===== src/hdl/tvts_pkg.sv =====
// Shared types, command codes and constants for the three-voice tone sequencer.
// No dependencies; the controller, the top level and the testbench refer to it by scoped names.
`timescale 1ns / 1ps

package tvts_pkg;

    // Defaults for the top-level parameters.
    localparam int NOTE_DEPTH_DEF      = 1024;
    localparam int SCALE_FRAC_BITS_DEF = 10;

    // Widest note address that the parameter range allows.
    localparam int NOTE_ADDR_MAX_W = 16;
    localparam int NOTE_WORD_W     = 32;

    // Command codes.
    localparam logic [2:0] CMD_TICK   = 3'd0;
    localparam logic [2:0] CMD_WRITE  = 3'd1;
    localparam logic [2:0] CMD_MUSIC  = 3'd2;
    localparam logic [2:0] CMD_EFFECT = 3'd3;
    localparam logic [2:0] CMD_STOP   = 3'd4;

    // Configuration register indexes.
    localparam logic [1:0] CFG_GATE    = 2'd0;
    localparam logic [1:0] CFG_HDELAY  = 2'd1;
    localparam logic [1:0] CFG_RETRIG  = 2'd2;

    localparam logic [6:0]  GATE_RESET   = 7'd85;
    localparam logic [7:0]  HDELAY_RESET = 8'd2;
    localparam logic [3:0]  RETRIG_RESET = 4'd3;
    localparam logic [6:0]  GATE_MAX     = 7'd100;
    localparam logic [4:0]  NO_TRACK     = 5'd16;
    localparam logic [10:0] MAX_LEN      = 11'd1024;
    localparam logic [17:0] ELAPSED_MAX  = 18'h3FFFF;

    typedef struct packed {
        logic [2:0]  cmd;
        logic [9:0]  note_addr;
        logic [15:0] note_freq;
        logic [15:0] note_duration;
        logic [10:0] seq_length;
        logic [10:0] main_scale;
        logic [10:0] second_scale;
        logic [3:0]  sound_id;
    } item_t;

    typedef struct packed {
        logic [15:0] tone_melody;
        logic [15:0] tone_harmony;
        logic [15:0] tone_effect;
        logic        effect_busy;
        logic        music_busy;
    } result_t;

    typedef struct packed {
        logic [6:0] gate_percent;
        logic [7:0] harmony_delay_ms;
        logic [3:0] retrigger_mask;
    } cfg_t;

    // One access to the note memory per cycle: a write and/or a read.
    typedef struct packed {
        logic                       we;
        logic [NOTE_ADDR_MAX_W-1:0] waddr;
        logic [NOTE_WORD_W-1:0]     wdata;
        logic                       re;
        logic [NOTE_ADDR_MAX_W-1:0] raddr;
    } ram_req_t;

    // Reduces a ten-bit address modulo the memory depth. The depth is at
    // least sixteen, so the quotient fits in six bits: six restoring steps.
    function automatic logic [31:0] note_wrap(input logic [31:0] value,
                                              input int unsigned depth);
        logic [31:0] r;
        r = value;
        for (int k = 5; k >= 0; k--) begin
            if (r >= 32'(depth << k))
            begin
                r = r - 32'(depth << k);
            end
        end
        return r;
    endfunction

endpackage


===== src/hdl/tvts_tone.sv =====
// Tone scaling unit: frequency times a fixed-point scale, saturated to 16 bits.
// Depends on nothing beyond its parameter.
`timescale 1ns / 1ps

module tvts_tone #(
    parameter int SCALE_FRAC_BITS = 10
) (
    input  logic [15:0] freq,
    input  logic [10:0] scale,
    output logic [15:0] tone
);

    logic [26:0] prod;
    logic [26:0] shifted;

    assign prod    = 27'(freq) * 27'(scale);
    assign shifted = prod >> SCALE_FRAC_BITS;
    assign tone    = (|shifted[26:16]) ? 16'hFFFF : shifted[15:0];

endmodule


===== src/hdl/tvts_ctrl.sv =====
// Voice state, command sequencer and result register of the tone sequencer.
// Depends on tvts_pkg and tvts_tone; drives the note memory through a request.
`timescale 1ns / 1ps

module tvts_ctrl #(
    parameter int NOTE_DEPTH      = tvts_pkg::NOTE_DEPTH_DEF,
    parameter int SCALE_FRAC_BITS = tvts_pkg::SCALE_FRAC_BITS_DEF
) (
    input  logic                         clk,
    input  logic                         rst_n,
    input  tvts_pkg::cfg_t               cfg,
    input  logic                         item_valid,
    input  tvts_pkg::item_t              item,
    output logic                         pop,
    output tvts_pkg::ram_req_t           ram_req,
    input  logic [tvts_pkg::NOTE_WORD_W-1:0] ram_rdata,
    output logic                         result_valid,
    input  logic                         result_stall,
    output tvts_pkg::result_t            result
);

    localparam int AW = $clog2(NOTE_DEPTH);
    localparam logic [AW:0] DEPTH_W = (AW+1)'(NOTE_DEPTH);

    localparam logic [1:0] ST_IDLE = 2'd0;
    localparam logic [1:0] ST_TICK = 2'd1;
    localparam logic [1:0] ST_LOAD = 2'd2;
    localparam logic [1:0] ST_DONE = 2'd3;

    // Sequencer and status registers.
    logic [1:0]  state_reg, state_next;
    logic [1:0]  vsel_reg, vsel_next;
    logic        tickop_reg, tickop_next;
    logic        music_reg, music_next;
    logic [4:0]  track_reg, track_next;
    logic [3:0]  esound_reg, esound_next;
    logic        eactive_reg, eactive_next;
    logic [7:0]  hwait_reg, hwait_next;
    logic        res_valid_reg, res_valid_next;
    tvts_pkg::result_t res_reg, res_next;

    // Per-voice state.
    logic        playing_reg [3];
    logic        playing_next [3];
    logic [15:0] tone_reg [3];
    logic [15:0] tone_next [3];
    logic [AW-1:0] base_reg [3];
    logic [AW-1:0] base_next [3];
    logic [AW-1:0] addr_reg [3];
    logic [AW-1:0] addr_next [3];
    logic [9:0]  index_reg [3];
    logic [9:0]  index_next [3];
    logic [10:0] len_reg [3];
    logic [10:0] len_next [3];
    logic [17:0] elapsed_reg [3];
    logic [17:0] elapsed_next [3];
    logic [10:0] scale_reg [3];
    logic [10:0] scale_next [3];
    // Copy of the duration of the note at each voice's current address.
    logic [15:0] dur_reg [3];
    logic [15:0] dur_next [3];

    // Working values for the selected voice.
    logic [17:0] e_inc;
    logic [18:0] e_inc1;
    logic [25:0] gate_bound;
    logic [6:0]  gate_eff;
    logic [22:0] gate_prod;
    logic        silence;
    logic        advance;
    logic [10:0] idx1;
    logic        wrap_end;
    logic [AW:0] addr_sum;
    logic [AW-1:0] addr_inc;
    logic [15:0] tone_calc;
    logic [AW-1:0] item_addr;
    logic [10:0] len_clamp;
    logic        same_fx;
    logic        retrig;

    tvts_tone #(
        .SCALE_FRAC_BITS(SCALE_FRAC_BITS)
    ) u_tone (
        .freq  (ram_rdata[15:0]),
        .scale (scale_reg[vsel_reg]),
        .tone  (tone_calc)
    );

    always_comb
    begin
        e_inc = (elapsed_reg[vsel_reg] < tvts_pkg::ELAPSED_MAX)
              ? elapsed_reg[vsel_reg] + 18'd1 : elapsed_reg[vsel_reg];
        e_inc1 = {1'b0, e_inc} + 19'd1;
        gate_bound = 26'(e_inc1) * 26'd100;
        gate_eff = (cfg.gate_percent > tvts_pkg::GATE_MAX)
                 ? tvts_pkg::GATE_MAX : cfg.gate_percent;
        gate_prod = 23'(dur_reg[vsel_reg]) * 23'(gate_eff);
        // floor(d*g/100) <= e holds exactly when d*g < 100*(e+1).
        silence = 26'(gate_prod) < gate_bound;
        advance = e_inc >= {2'b00, dur_reg[vsel_reg]};
        idx1 = {1'b0, index_reg[vsel_reg]} + 11'd1;
        wrap_end = idx1 >= len_reg[vsel_reg];
        addr_sum = {1'b0, addr_reg[vsel_reg]} + (AW+1)'(1);
        addr_inc = (addr_sum == DEPTH_W) ? '0 : addr_sum[AW-1:0];
        item_addr = AW'(tvts_pkg::note_wrap(32'(item.note_addr), NOTE_DEPTH));
        len_clamp = (item.seq_length > tvts_pkg::MAX_LEN)
                  ? tvts_pkg::MAX_LEN : item.seq_length;
        same_fx = playing_reg[2] && eactive_reg
               && (esound_reg == item.sound_id);
        retrig = (item.sound_id[3:2] == 2'b00)
              && cfg.retrigger_mask[item.sound_id[1:0]];
    end

    always_comb
    begin
        state_next     = state_reg;
        vsel_next      = vsel_reg;
        tickop_next    = tickop_reg;
        music_next     = music_reg;
        track_next     = track_reg;
        esound_next    = esound_reg;
        eactive_next   = eactive_reg;
        hwait_next     = hwait_reg;
        res_valid_next = res_valid_reg;
        res_next       = res_reg;
        playing_next   = playing_reg;
        tone_next      = tone_reg;
        base_next      = base_reg;
        addr_next      = addr_reg;
        index_next     = index_reg;
        len_next       = len_reg;
        elapsed_next   = elapsed_reg;
        scale_next     = scale_reg;
        dur_next       = dur_reg;
        pop            = 1'b0;
        ram_req        = '0;

        if (res_valid_reg && !result_stall)
        begin
            res_valid_next = 1'b0;
        end

        unique case (state_reg)
            ST_IDLE:
            begin
                if (item_valid)
                begin
                    pop = 1'b1;
                    state_next = ST_DONE;
                    unique case (item.cmd)
                        tvts_pkg::CMD_TICK:
                        begin
                            state_next = ST_TICK;
                            vsel_next  = 2'd0;
                        end
                        tvts_pkg::CMD_WRITE:
                        begin
                            ram_req.we    = 1'b1;
                            ram_req.waddr = tvts_pkg::NOTE_ADDR_MAX_W'(item_addr);
                            ram_req.wdata = {item.note_duration, item.note_freq};
                            // Keep each voice's note copy in step with the memory.
                            for (int v = 0; v < 3; v++)
                            begin
                                if (addr_reg[v] == item_addr)
                                begin
                                    dur_next[v]  = item.note_duration;
                                end
                            end
                        end
                        tvts_pkg::CMD_MUSIC:
                        begin
                            if (track_reg != {1'b0, item.sound_id})
                            begin
                                track_next = {1'b0, item.sound_id};
                                hwait_next = cfg.harmony_delay_ms;
                                for (int v = 0; v < 2; v++)
                                begin
                                    base_next[v]    = item_addr;
                                    addr_next[v]    = item_addr;
                                    index_next[v]   = '0;
                                    len_next[v]     = len_clamp;
                                    elapsed_next[v] = '0;
                                    playing_next[v] = 1'b1;
                                end
                                scale_next[0] = item.main_scale;
                                scale_next[1] = item.second_scale;
                                ram_req.re    = 1'b1;
                                ram_req.raddr = tvts_pkg::NOTE_ADDR_MAX_W'(item_addr);
                                vsel_next     = 2'd0;
                                music_next    = 1'b1;
                                tickop_next   = 1'b0;
                                state_next    = ST_LOAD;
                            end
                        end
                        tvts_pkg::CMD_EFFECT:
                        begin
                            if (!same_fx || retrig)
                            begin
                                esound_next     = item.sound_id;
                                eactive_next    = 1'b1;
                                base_next[2]    = item_addr;
                                addr_next[2]    = item_addr;
                                index_next[2]   = '0;
                                len_next[2]     = len_clamp;
                                elapsed_next[2] = '0;
                                scale_next[2]   = item.main_scale;
                                playing_next[2] = 1'b1;
                                ram_req.re      = 1'b1;
                                ram_req.raddr   = tvts_pkg::NOTE_ADDR_MAX_W'(item_addr);
                                vsel_next       = 2'd2;
                                music_next      = 1'b0;
                                tickop_next     = 1'b0;
                                state_next      = ST_LOAD;
                            end
                        end
                        tvts_pkg::CMD_STOP:
                        begin
                            playing_next[0] = 1'b0;
                            playing_next[1] = 1'b0;
                            tone_next[0]    = '0;
                            tone_next[1]    = '0;
                            hwait_next      = '0;
                            track_next      = tvts_pkg::NO_TRACK;
                        end
                        default:
                        begin
                            state_next = ST_DONE;
                        end
                    endcase
                end
            end

            ST_TICK:
            begin
                // By default move on to the next voice.
                if (vsel_reg == 2'd2)
                begin
                    state_next = ST_DONE;
                end
                else
                begin
                    vsel_next = vsel_reg + 2'd1;
                end

                if (vsel_reg == 2'd1 && hwait_reg != 8'd0)
                begin
                    hwait_next = hwait_reg - 8'd1;
                end
                else if (playing_reg[vsel_reg])
                begin
                    elapsed_next[vsel_reg] = e_inc;
                    if (silence)
                    begin
                        tone_next[vsel_reg] = '0;
                    end
                    if (advance)
                    begin
                        if (wrap_end && vsel_reg == 2'd2)
                        begin
                            // The effect voice ends after its last note.
                            playing_next[2] = 1'b0;
                            tone_next[2]    = '0;
                        end
                        else
                        begin
                            index_next[vsel_reg]   = wrap_end ? 10'd0 : idx1[9:0];
                            addr_next[vsel_reg]    = wrap_end ? base_reg[vsel_reg]
                                                              : addr_inc;
                            elapsed_next[vsel_reg] = '0;
                            ram_req.re    = 1'b1;
                            ram_req.raddr = tvts_pkg::NOTE_ADDR_MAX_W'(
                                                wrap_end ? base_reg[vsel_reg] : addr_inc);
                            vsel_next   = vsel_reg;
                            tickop_next = 1'b1;
                            music_next  = 1'b0;
                            state_next  = ST_LOAD;
                        end
                    end
                end
            end

            ST_LOAD:
            begin
                dur_next[vsel_reg]  = ram_rdata[31:16];
                tone_next[vsel_reg] = tone_calc;
                if (music_reg && vsel_reg == 2'd0)
                begin
                    // The harmony voice starts on the same word, still held.
                    vsel_next = 2'd1;
                end
                else if (tickop_reg && vsel_reg != 2'd2)
                begin
                    vsel_next  = vsel_reg + 2'd1;
                    state_next = ST_TICK;
                end
                else
                begin
                    state_next = ST_DONE;
                end
            end

            ST_DONE:
            begin
                if (!res_valid_reg || !result_stall)
                begin
                    res_valid_next        = 1'b1;
                    res_next.tone_melody  = tone_reg[0];
                    res_next.tone_harmony = tone_reg[1];
                    res_next.tone_effect  = tone_reg[2];
                    res_next.effect_busy  = playing_reg[2];
                    res_next.music_busy   = playing_reg[0] | playing_reg[1];
                    state_next            = ST_IDLE;
                end
            end

            default:
            begin
                state_next = ST_IDLE;
            end
        endcase
    end

    always_ff @(posedge clk or negedge rst_n)
    begin
        if (!rst_n)
        begin
            state_reg     <= ST_IDLE;
            vsel_reg      <= '0;
            tickop_reg    <= 1'b0;
            music_reg     <= 1'b0;
            track_reg     <= tvts_pkg::NO_TRACK;
            esound_reg    <= '0;
            eactive_reg   <= 1'b0;
            hwait_reg     <= '0;
            res_valid_reg <= 1'b0;
            for (int v = 0; v < 3; v++)
            begin
                playing_reg[v] <= 1'b0;
                tone_reg[v]    <= '0;
            end
        end
        else
        begin
            state_reg     <= state_next;
            vsel_reg      <= vsel_next;
            tickop_reg    <= tickop_next;
            music_reg     <= music_next;
            track_reg     <= track_next;
            esound_reg    <= esound_next;
            eactive_reg   <= eactive_next;
            hwait_reg     <= hwait_next;
            res_valid_reg <= res_valid_next;
            playing_reg   <= playing_next;
            tone_reg      <= tone_next;
        end
    end

    always_ff @(posedge clk)
    begin
        res_reg     <= res_next;
        base_reg    <= base_next;
        addr_reg    <= addr_next;
        index_reg   <= index_next;
        len_reg     <= len_next;
        elapsed_reg <= elapsed_next;
        scale_reg   <= scale_next;
        dur_reg     <= dur_next;
    end

    assign result_valid = res_valid_reg;
    assign result       = res_reg;

endmodule


===== config.mk =====
export PLATFORM = sky130hd
export DESIGN_NAME = tvts_ctrl
export DESIGN_NICKNAME = d
export VERILOG_FILES = /design/src/hdl/tvts_pkg.sv /design/src/hdl/tvts_tone.sv /design/src/hdl/tvts_ctrl.sv
export SDC_FILE = /design/constraint.sdc
export NUM_CORES = 2
export LEC_CHECK = 0
export BUFFER_PORTS_ARGS = -buffer_cell sky130_fd_sc_hd__buf_2
export CAP_MARGIN = 20
export CORE_MARGIN = 1
export CORE_UTILIZATION = 56
export CTS_BUF_LIST = sky130_fd_sc_hd__clkbuf_8 sky130_fd_sc_hd__clkbuf_16
export DETAILED_ROUTE_END_ITERATION = 10
export PLACE_DENSITY = 0.79
export SLEW_MARGIN = 20
export SYNTH_ARGS = -nofsm -noshare
export SYNTH_HDL_FRONTEND = slang
export SYNTH_SLANG_ARGS = --single-unit

===== constraint.sdc =====
create_clock -name clk -period 8.8 [get_ports clk]
set_clock_uncertainty 0.1 [all_clocks]
set_input_delay 1.76 -clock clk [delete_from_list [all_inputs] [get_ports clk]]
set_output_delay 1.76 -clock clk [all_outputs]
set_load 0.05 [all_outputs]

Yosys cells after proc, flatten, opt, wreduce, memory -nomap -nowiden
Index checks and enable logic that the tools add are counted.
{"block": "word_totals", "register_bits": 363, "word_cells": 313}
{"block": "op_classes", "add_sub_neg": 6, "mul": 3, "order_cmp": 9, "eq_ne": 43, "muxes": 165, "bitwise_logic": 6, "n_reduce_logical": 42}
{"cell": "$mux W30", "count": 10}
{"cell": "$mux W54", "count": 5}
{"cell": "$mux W48", "count": 5}
{"cell": "$mux W10", "count": 15}
{"cell": "$mux W16", "count": 9}
{"cell": "$pmux W30 S2", "count": 2}
{"cell": "$mux W18", "count": 6}
{"cell": "$pmux W54 S2", "count": 1}
{"cell": "$mux W17", "count": 6}
{"cell": "$mux W49", "count": 2}
{"cell": "$bwmux W48", "count": 2}
{"cell": "$pmux W32 S3", "count": 1}
{"cell": "$pmux W48 S2", "count": 1}
{"cell": "$mux W20", "count": 4}
{"cell": "$mux W36", "count": 2}
{"cell": "$pmux W17 S2", "count": 2}
{"cell": "$mux W66", "count": 1}
{"cell": "$mux W32", "count": 2}
{"cell": "$bmux W10 S2", "count": 3}
{"cell": "$bwmux W30", "count": 2}
{"cell": "$mux W11", "count": 5}
{"cell": "$and A54 B54 Y54", "count": 1}
{"cell": "$bwmux W54", "count": 1}
{"cell": "$not A54 Y54", "count": 1}
{"cell": "other kinds (71)", "count": 185}

Logic depth before layout (Yosys ltp)
{"block": "depth", "word_depth": 15, "depth_mapped": 44, "mapped_depth_nobuf": 39}

By module
From an unflattened synthesis, not the netlist that was laid out.
{"block": "hier_totals", "hier_cells": 3009, "hier_area_um2": 30226.5}
{"module": "tvts_ctrl", "n_inst": 1, "cells_per_inst": 2380, "area_per_inst_um2": 24816.3, "seq_area_each_um2": 10496.3}
{"module": "tvts_tone", "n_inst": 1, "cells_per_inst": 629, "area_per_inst_um2": 5410.2, "seq_area_each_um2": 0.0}

Least setup slack after synthesis
No wires, ideal clock.
{"block": "synth_path", "kind": "input port to flip-flop", "start": "in cfg[18] (netlist name)", "end": "reg tone_reg[47] (netlist name)", "setup_time_ps": 125, "arrival_time_ps": 9033, "path_slack_ps": -458, "path_stages": 36, "path_buffers": 3, "cell_sequence": "clkbuf_1 -> nand2_1 -> a21oi_1 -> nand2b_1 -> clkbuf_1 -> nor2_1 -> fa_1 -> inv_1 -> fa_1 -> inv_1 -> fa_1 -> inv_1 -> fa_1 -> inv_1 -> ha_1 -> o21ai_0 -> nand2b_1 -> a21oi_1 -> o31ai_1 -> o211ai_1 -> o21ai_0 -> or4_1 -> a31o_2 -> a21oi_1 -> xnor2_1 -> ha_1 -> nand2_1 -> nor2_1 -> a211oi_1 -> a2111oi_0 -> o311ai_0 -> a311oi_1 -> nand2_1 -> nand4_1 -> buf_2 -> o2bb2ai_1"}
{"block": "synth_between", "elab_chain_len": 6}
{"item": "start: declaration", "line": "tvts_ctrl.sv:11", "rtl": "input tvts_pkg::cfg_t cfg,"}
{"item": "$gt A7 B7 Y1", "line": "tvts_ctrl.sv:95", "rtl": "gate_eff = (cfg.gate_percent > tvts_pkg::GATE_MAX)"}
{"item": "$mux W7 *", "line": "tvts_ctrl.sv:96", "rtl": "? tvts_pkg::GATE_MAX : cfg.gate_percent;"}
{"item": "$mul A16 B7 Y23 *", "line": "tvts_ctrl.sv:97", "rtl": "gate_prod = 23'(dur_reg[vsel_reg]) * 23'(gate_eff);"}
{"item": "$lt A23 B26 Y1 *", "line": "tvts_ctrl.sv:99", "rtl": "silence = 26'(gate_prod) < gate_bound;"}
{"item": "$ne A2 B2 Y1 (no line) *"}
{"item": "$reduce_and A6 Y1 (no line) *"}
{"item": "end signal: assignment", "line": "tvts_ctrl.sv:354", "rtl": "tone_reg <= tone_next;"}
{"item": "end: declaration", "line": "tvts_ctrl.sv:45", "rtl": "logic [15:0] tone_reg [3];"}
Mark *: on every way between the ends. The rest lies on a longest branch, timed or not.
A chain may end at the register's enable or synchronous reset.

Final worst setup path
{"block": "layout_path", "start": "reg vsel_reg[0]", "end": "reg tone_reg[35] (netlist name)"}
{"block": "layout_between", "elab_chain_len": 11, "elab_cells_between_ends": 40, "classes_between": "add/sub (2); mul (3); order compare (4); eq/ne (4); mux (21); bitwise (3); reduce/logical (3)"}
{"item": "start: declaration", "line": "tvts_ctrl.sv:32", "rtl": "logic [1:0] vsel_reg, vsel_next;"}
{"item": "start signal: assignment", "line": "tvts_ctrl.sv:345", "rtl": "vsel_reg <= vsel_next;"}
{"item": "$not A2 Y3 (not written as such)"}
{"item": "$bmux W18 S2, or another cell as far along", "line": "tvts_ctrl.sv:91, tvts_ctrl.sv:92"}
{"item": "$mux W18 (not written as such) / $logic_and A1 B1 Y1 (equally long branches)"}
{"item": "$mux W18 (not written as such) / $mux W16 (equally long branches)"}
{"item": "$add A18 B1 Y18, or another cell as far along", "line": "tvts_ctrl.sv:92", "rtl": "? elapsed_reg[vsel_reg] + 18'd1 : elapsed_reg[vsel_reg];"}
{"item": "$mux W18 / $not A48 Y48 (equally long branches)"}
{"item": "$add A18 B1 Y19 / $and A48 B48 Y48 (equally long branches)"}
{"item": "$mul A19 B5 Y24 / $mux W48 (equally long branches)", "line": "tvts_ctrl.sv:94, tvts_ctrl.sv:252"}
{"item": "$lt A23 B26 Y1 / $mux W48 (equally long branches)", "line": "tvts_ctrl.sv:99, tvts_ctrl.sv:249"}
{"item": "$ne A2 B2 Y1 (no line) / $mux W48 (equally long branches)"}
{"item": "$reduce_and A6 Y1 (no line) / $pmux W32 S3 (equally long branches)"}
Parallel ways exist; a longest one is shown, timed or not. The select of a mux whose other input is x is not followed.

==> flow_metrics.env <==
export IMPL_place_gp_congestion=0.957
export IMPL_wl_per_cell_um=19.5
export IMPL_drt_initial_drc_count=2246
export IMPL_fin_crit_ns=8.47
export IMPL_timing_hold_worst_endpoint="result[30]"
export IMPL_report_final_slew_viol_count=0
export IMPL_detail_route_wirelength_mm=77.7
export IMPL_holdCritStartpoint="tone_reg[28]"
export IMPL_clk_lat_worst_skew_ns=0.59
export IMPL_clock_sinks=362
export IMPL_synthToLayoutAreaGrowth_pct=14.9
export IMPL_fin_nets=3834
export IMPL_critPathMaxFanout=8
export IMPL_holdCritPathClass="reg -> reg"
export IMPL_setup_worst_path_class="reg -> reg"
export IMPL_maxcap_viol_count=0
export IMPL_totalNegativeSetupSlack_ns=0
export IMPL_first_pass_iters=6
export IMPL_syn_area_um2=29500
export IMPL_worst_slew_pin_transition_ns=1.10
export IMPL_final_hold_worst_slack_ns=0.364
export IMPL_min_period_over_period_pct=96.3
export IMPL_io_pin_count=255
export IMPL_gate_count_after_technology_mapping=2953
export IMPL_setup_worst_path_end_class="register"
export IMPL_timing_final_setup_violations=0
export IMPL_grt_total_usage_pct=28.7
export IMPL_die_y_um=231
export IMPL_critical_path_max_stage_delay_ns=0.55
export IMPL_max_clock_path_buffers=3
export IMPL_ys_dominant_reg_cell="edfxtp_1"
export IMPL_global_route_overflow_total=0
export IMPL_synthDistinctLibCells=88
export IMPL_ff2ff_path_depth=38
export IMPL_synth_ff_latch_count=362
export IMPL_initial_utilization_pct=57.1
export IMPL_timing_rr_end="tone_reg[35]"
export IMPL_count_of_input_and_output_buffers=242
export IMPL_netlist_top_cells_count="nand2_1 (337), inv_1 (320), edfxtp_1 (287)"
export IMPL_synth_most_common_cell="nand2_1"
export IMPL_floorplan_core_area_um2=51600
export IMPL_vias=23255
export IMPL_hold_viol=0
export IMPL_result_of_the_run="complete, no violations"
export IMPL_remaining_drc_errors=0
export IMPL_placementRows=83
export IMPL_route_detailed_vias_per_inst=5.85
export IMPL_timing_max_slew_rel_slack_pct=26.4
export IMPL_ys_top_cells_by_area="edfxtp_1 (29%), fa_1 (14%), ha_1 (9.5%)"
export IMPL_worst_setup_hold_path_clk_slew_ns=0.06
export IMPL_postSynthAreaPerCell_um2=9.98
export IMPL_tritoncts="done"
export IMPL_startpoint_type="register"
export IMPL_critical_path_arrival_ns=8.81
export IMPL_grt_antenna_before_repair=3
export IMPL_ratio_of_cells_with_drive_above_1_in_the_final_layout_pct=17.1
export IMPL_drtAntennaViolNets=0
export IMPL_ys_seq_area_share_pct=35.6
export IMPL_grt_max_degree=76
export IMPL_synth_top_cell_by_area="edfxtp_1"
export IMPL_cp_slowest_cell="dfrtp_4"
export IMPL_dieWidth_um=231
export IMPL_cts_hold_repair_buffers=0
export IMPL_number_of_global_route_vias_before_repair=23212
export IMPL_yosysTopAreaCellShare_pct=29.2
export IMPL_setup_reg_to_reg_worst_slack_ns=0.33
export IMPL_yosys_warnings=0
export IMPL_largest_reg_flops=54
export IMPL_worst_ep_required_time_ns=9.14
export IMPL_ctsRootBufferMaster="clkbuf_16"
export IMPL_cts_htree_levels=2
export IMPL_max_clock_freq_ghz=0.118
export IMPL_hpwlAfterDp_mm=58.5
export IMPL_crit_top_cell="ha_1"
export IMPL_tritoncts_num_buffers=40
export IMPL_wire_length_of_the_first_global_routing_pass_mm=121
export IMPL_synth_enable_flop_cells=287
export IMPL_async_flop_share_pct=20.7
export IMPL_source_of_the_worst_register_to_register_timing_path="vsel_reg[0]"
export IMPL_die_area_um2=53600
export IMPL_worst_hold_path_num_cells=0
## cells in the final DEF, fill, tap and decap left out, types with 22 or more instances in the layout
cell type,n
xnor2_1,70
o2bb2ai_1,61
and2_1,117
a22oi_1,22
a21o_1,88
nor2_1,225
xor2_1,61
clkbuf_16,41
ha_1,221
edfxtp_1,287
fa_1,207
buf_4,147
a21oi_1,78
dfrtp_1,72
nor2b_1,40
o21ai_0,157
buf_2,241
nor3_1,32
nand3_1,33
mux2i_1,90
nand2b_1,23
nand2_1,336
inv_1,323
## worst max path at each step
stage               depth (start not counted)   startpoint           end  slack (ns)
CTS                                        37  vsel_reg[0]  tone_reg[33]       0.001
global route                               39  vsel_reg[0]  tone_reg[33]        -0.1
floorplan                                  36      cfg[18]  tone_reg[47]        0.02
global placement                           36      cfg[12]  tone_reg[47]       -0.18
finish                                     38  vsel_reg[0]  tone_reg[35]        0.33
detailed placement                         36      cfg[12]  tone_reg[33]       -0.36
## critical path: cells and delay by family (launching register included)
family | cells | cell delay (ns)
xor+xnor | 2 | 0.45
simple gates | 15 | 2.83
mux | 1 | 0.12
fa+ha+maj | 6 | 1.86
buf+inv | 7 | 0.93
compound gates | 7 | 1.49
flops | 1 | 0.55
## stage by stage
stage          area, um^2  util (%)  setup WS, ns  std cells
6_report            33900      65.6         0.326       3976
5_1_grt             33900      65.6       -0.0960       3976
4_1_cts             33400      64.7       0.00137       3952
3_5_place_dp        32100      62.3        -0.364       3881
3_3_place_gp        32100      62.3        -0.184       3881
2_1_floorplan       29600         -        0.0151       2964
## cell families after synthesis
kind of cell,synth area share (%)
adder cells (fa/ha/maj),23.6
other,0.0127
multiplexers,3.44
XOR/XNOR,4.16
AND/OR/NAND/NOR,14.6
buffers and inverters,6.22
AO/OA/AOI/OAI,12.4
flip-flops,35.6
## repair_timing
action / 4_1_cts / 5_1_grt
pin swaps: 0 / 20
buffers inserted: 0 / 21
cloned: 0 / 1
gates resized for setup: 1 / 61
setup endpoints to repair: 48 / 48
## layout make-up
type                            count  area (um^2)
Clock inverter                     29          215
Inverter                          322         1210
Timing Repair Buffer              398         2510
Antenna cell                        1         2.50
Multi-Input combinational cell   2142        17600
Sequential cell                   362        10500
Clock buffer                       42         1030
Fill cell                        3912        17700
Tap cell                          680          851
## per-layer routing
| metal | part of all wire, % | track usage [%] | up-vias |
|---|---|---|---|
| li1 | - | - | 10682 |
| met1 | 40 | 37.4 | 11210 |
| met2 | 48 | 47.9 | 1156 |
| met3 | 8.8 | 5.08 | 203 |
| met4 | 3.6 | 10.4 | 4 |
| met5 | 0.021 | 0 | - |
Power is left out: the tool's default activity adds up to more than one toggle a clock period on the data nets, which glitch-free logic cannot reach.
